File: src/hdl/ridb_pkg.sv
package ridb_pkg;

	localparam int COORD_BITS = 24;
	localparam int FRAC_BITS  = 8;

	localparam int CW       = (COORD_BITS < 29) ? COORD_BITS : 29;
	localparam int DW       = CW + 1;
	localparam int PW       = 2 * DW;
	localparam int XW       = PW + 1;
	localparam int MW       = XW + 1;
	localparam int HW       = (MW + 1) / 2;
	localparam int WW       = 4 * HW;
	localparam int SW       = WW + 16;
	localparam int QW       = 2 * CW + 3;
	localparam int RW       = WW - QW;
	localparam int SQW      = 2 * CW + 4;
	localparam int RTW      = SQW / 2;
	localparam int RESW     = RTW + 1;
	localparam int OUT_BITS = COORD_BITS + 3;

	localparam longint UNIT2   = longint'(1) << (2 * FRAC_BITS);
	localparam longint LEN_TOL = (UNIT2 + 9999) / 10000;
	localparam longint DEN_TOL = UNIT2 / 10000;

	typedef logic signed [CW-1:0]  coord_t;
	typedef logic signed [DW-1:0]  diff_t;
	typedef logic signed [PW-1:0]  prod_t;
	typedef logic        [PW-1:0]  sq_t;
	typedef logic signed [XW-1:0]  cross_t;
	typedef logic signed [MW-1:0]  sden_t;
	typedef logic        [MW-1:0]  mag_t;
	typedef logic        [2*HW-1:0] part_t;
	typedef logic        [WW-1:0]  wide_t;
	typedef logic signed [SW-1:0]  cmp_t;
	typedef logic        [QW-1:0]  quo_t;
	typedef logic        [RW-1:0]  rem_t;
	typedef logic        [SQW-1:0] rad_t;
	typedef logic        [RTW-1:0] root_t;
	typedef logic        [RESW-1:0] res_t;

	typedef struct packed {
		sq_t  len2;
		sq_t  sq_rg;
		sq_t  sqa_r;
		sq_t  sqa_g;
		sq_t  sqb_r;
		sq_t  sqb_g;
		logic len_small;
		logic refl;
		logic direct;
	} side_t;

	typedef struct packed {
		logic len_small;
		logic direct;
	} flg_t;

	function automatic mag_t mag_of(input sden_t v);
		mag_t m;
		m = (v < 0) ? mag_t'(-v) : mag_t'(v);
		return m;
	endfunction

endpackage

File: src/hdl/ridb_isqrt.sv
module ridb_isqrt (
	input  logic            clk,
	input  logic            ce,
	input  ridb_pkg::rad_t  rad,
	output ridb_pkg::root_t root
);
	import ridb_pkg::*;

	rad_t n_q [RTW];
	rad_t r_q [RTW];

	genvar k;
	for (k = 0; k < RTW; k++) begin : g_st
		rad_t         n_i;
		rad_t         r_i;
		rad_t         bitv;
		logic [SQW:0] sub;
		logic         ge;

		if (k == 0) begin : g_first
			assign n_i = rad;
			assign r_i = '0;
		end else begin : g_next
			assign n_i = n_q[k-1];
			assign r_i = r_q[k-1];
		end

		assign bitv = rad_t'(1) << (SQW - 2 - 2 * k);
		assign sub  = {1'b0, r_i} + {1'b0, bitv};
		assign ge   = {1'b0, n_i} >= sub;

		always_ff @(posedge clk) begin
			if (ce) begin
				n_q[k] <= ge ? SQW'({1'b0, n_i} - sub) : n_i;
				r_q[k] <= ge ? (r_i >> 1) + bitv : (r_i >> 1);
			end
		end
	end

	assign root = r_q[RTW-1][RTW-1:0];

endmodule

File: config.mk
export PLATFORM = sky130hd
export DESIGN_NAME = ridb_isqrt
export DESIGN_NICKNAME = d
export VERILOG_FILES = /design/src/hdl/ridb_pkg.sv /design/src/hdl/ridb_isqrt.sv
export SDC_FILE = /design/constraint.sdc
export NUM_CORES = 2
export LEC_CHECK = 0
export BUFFER_PORTS_ARGS = -buffer_cell sky130_fd_sc_hd__buf_2
export CORE_AREA = 2 2 486 681
export DETAILED_ROUTE_END_ITERATION = 16
export DIE_AREA = 0 0 488 683
export PLACE_DENSITY_LB_ADDON = 0.3
export SETUP_SLACK_MARGIN = 0.5
export SYNTH_ARGS = -nofsm -noshare
export SYNTH_HDL_FRONTEND = slang
export SYNTH_SLANG_ARGS = --single-unit
File: constraint.sdc
create_clock -name clk -period 7.25 [get_ports clk]
set_input_delay 0.3625 -clock clk [delete_from_list [all_inputs] [get_ports clk]]
set_output_delay 0.3625 -clock clk [all_outputs]
set_load 0.01 [all_outputs]
==> results.toml <==
[run_status]
status = "finished, final reports clean"

[setup_path]
reg2reg_from = "n_q[1][269]"
crit_required_ps = 7780
r2r_end = "n_q[1][350]"
endpoint_kind = "flop"
arrival_ps = 5190
critPathLaunchType = "flop"
r2r_slack_ps = 2580
critPathLaunch = "n_q[1][269]"
crit_type = "reg2reg"
path_max_fanout = 14
worst_r2r_path_depth = 11

[floorplanning]
die_area_mm2 = 0.333
floorplan.initialDensity_pct = 23.9
core_mm2 = 0.327
die_x_um = 488
io_pins = 80
die_h_um = 683
num_rows = 249

[synth]
synthFlopType = "edfxtp_1"
async_reset_ff_share_pct = 0
ys_warn_count = 0
yosysUniqueCellTypes = 86
synth_nets = 6552
avgSynthCellArea_um2 = 12.8
synth-seq-cells = 1651
synth_area_mm2 = 0.0782
synthXorXnorAreaFrac_pct = 6.18
synth_top_family_by_area = "simple AND/OR/NAND/NOR gates"
synthSimpleGateAreaFrac_pct = 11.6
synth_edf_count = 1651
yosys.area_share.adder_pct = 5.97
synthMuxAreaShare_pct = 0.743
seq_area_frac_synth_pct = 63.4
synth-compound-area-share_pct = 9.36
synthCells = 6125

[clock_network]
worstSkewPairLatency_ps = 870
cts.sinks = 1651
cts_resized = 0
cts_root_buffer = "clkbuf_16"
cts_tree = "built"
ctsLongestPathBuffers = 3
cts.clk_slew.worst_paths_ps = 60
cts.htree.levels = 4
cts-buffers-inserted = 185

[hold_path]
min-delay-start = "rad[32]"
hold_path.class = "in2reg"
hold_end = "n_q[0][32]"
whs_path_depth = 2

[sta]
hold_viol = 0
setup_viol = 0
setup_ws_ps = 2580
clock_skew_ps = 94.1
slew_headroom_pct = 15.7
fmax_mhz = 214
fin_crit_ps = 4670
worst_pin_slew_ps = 1250
final.setup.tns_ps = 0
slew_viol_final = 0
fin_crit_sh_pct = 64.3
rsz0062_at_grt = "no"
finalHoldWorstSlack_ps = 204

[pwr]
p_leak_nw = 33.0
ir_drop_uv = 208
p_per_area_mw_per_mm2 = 297

[grt]
grt_antenna_before_repair = 0
overflow = 0
grt_max_degree = 187
grt_usage_pct = 10.6
grt_pass1_vias = 50500
grt_pass1_wl_mm = 277

[routing]
drc = 0
drt_iter0_drc = 2264
ant_nets = 0
drt_first_pass_iters = 8
vias = 47500
viasPerCell = 4.35
wl_per_cell_um = 16.5
routed_wirelength_mm = 180

[cells_and_area]
multi_input_area_mm2 = 0.0265
syn2layout_area_growth_pct = 16.1
fill_cells = 33100
final_common_cell = "edfxtp_1"
finalCoreUtilization_pct = 27.7
drive_gt1_share_pct = 7.33
instances_no_fill = 10900
mostFrequentLayoutCells = "edfxtp_1 (1651), inv_1 (465), nand2_1 (422)"
seq_area_mm2 = 0.0496
insertedDiodeCount = 0
fin_nets = 6815

[placement]
place_congestion = 0.944
io_buffers = 79
detailedPlacementHpwl_mm = 136
dp_cells = 10500
dp_slack_ps = 2450

[job]
cap_violations = 0
==> cell usage after synthesis (15+ instances only) <==
cell | n | area share (%)
and2_1 | 23 | 0.18
or2_2 | 25 | 0.20
or3_1 | 64 | 0.51
nor3b_1 | 16 | 0.15
mux2_2 | 40 | 0.58
o21bai_1 | 28 | 0.27
edfxtp_1 | 1651 | 63
o21ai_0 | 322 | 2.1
nand2b_1 | 83 | 0.66
nor2_1 | 363 | 1.7
a21boi_0 | 15 | 0.14
a21oi_1 | 319 | 2.0
a211oi_1 | 40 | 0.38
nand4_1 | 92 | 0.74
o21a_1 | 82 | 0.79
a21o_1 | 143 | 1.4
inv_1 | 465 | 2.2
nand2_1 | 422 | 2.0
a31oi_1 | 23 | 0.18
o31ai_1 | 37 | 0.36
nand3_1 | 83 | 0.53
nand3b_1 | 20 | 0.19
nor4b_1 | 19 | 0.21
xnor2_1 | 277 | 3.1
clkbuf_1 | 94 | 0.45
nor2b_1 | 53 | 0.42
nor3_1 | 159 | 1.0
nor4_1 | 213 | 1.7
or4_1 | 44 | 0.42
and3_1 | 31 | 0.25
xor2_1 | 275 | 3.1
o211ai_1 | 24 | 0.23
ha_1 | 373 | 6.0
==> critical path: stages, from the launching register on <==
cell	delay, ps
edfxtp_1	400
ha_1	410
or4b_2	710
nor4_1	310
nor4b_1	680
a211oi_1	170
and3_1	340
inv_2	290
nand3b_2	220
or4b_1	550
nor3_1	200
xor2_1	90
==> final cells by class <==
class                   count  area share (%)
repair buffers            181            1.54
multi-input cells        3900            29.2
well taps                4392            6.05
clock inverters           101            1.30
inverters                 469            1.94
flip-flops and latches   1651            54.6
clock buffers             233            5.30
==> flip-flops by register name, indices dropped and copies added, names as in the netlist <==
| name | flops |
|---|---|
| n_q | 1300 |
| r_q | 351 |
==> layer usage <==
metal	vias to the layer above	routed length [um]	track usage [%]
li1	23400	-	-
met1	22700	54300	8.18
met2	925	108000	23.1
met3	497	4990	1.65
met4	0	12600	6.99
met5	-	0	0
==> report_power, final <==
| group | internal (W) | switching (W) | leakage [nW] |
|---|---|---|---|
| logic | 0.00205 | 0.00296 | 14.3 |
| clock network | 0.00524 | 0.00388 | 2.86 |
| registers | 0.0120 | 0.000823 | 15.8 |
| total | 0.0193 | 0.00767 | 33.0 |
==> repair_timing <==
action	4_1_cts	5_1_grt
hold buffers	54	0
setup buffers	0	0
endpoints found under the hold margin	54	0
==> metrics by stage <==
stage / total power, W / cell area (um2)
finish: 0.0270 / 90800
global route: 0.0284 / 90800
CTS: 0.0273 / 90800
detailed placement: 0.0180 / 84200
global placement: 0.0179 / 84200
floorplan: 0.0163 / 78200
==> logic make-up (layout without fill, tap and decap cells) <==
family,Yosys count,in the layout
AO/OA/AOI/OAI,1163,1163
AND/OR/NAND/NOR,1759,1759
XOR/XNOR,552,552
multiplexers,53,53
flip-flops,1651,1651
adder cells (fa/ha/maj),373,373
buffers and inverters,574,984
==> how the worst max path moves through the flow <==
| stage | to | slack [ps] | cells past startpoint |
|---|---|---|---|
| 3_5_place_dp | n_q[0][824] | 2450 | 12 |
| 3_3_place_gp | n_q[0][824] | 2470 | 12 |
| 2_1_floorplan | n_q[1][350] | 3800 | 12 |
| 4_1_cts | n_q[0][824] | 2500 | 12 |
| 5_1_grt | n_q[1][350] | 2410 | 10 |
| 6_report | n_q[1][350] | 2580 | 11 |
Note: power is estimated with default switching activity, not from simulation.
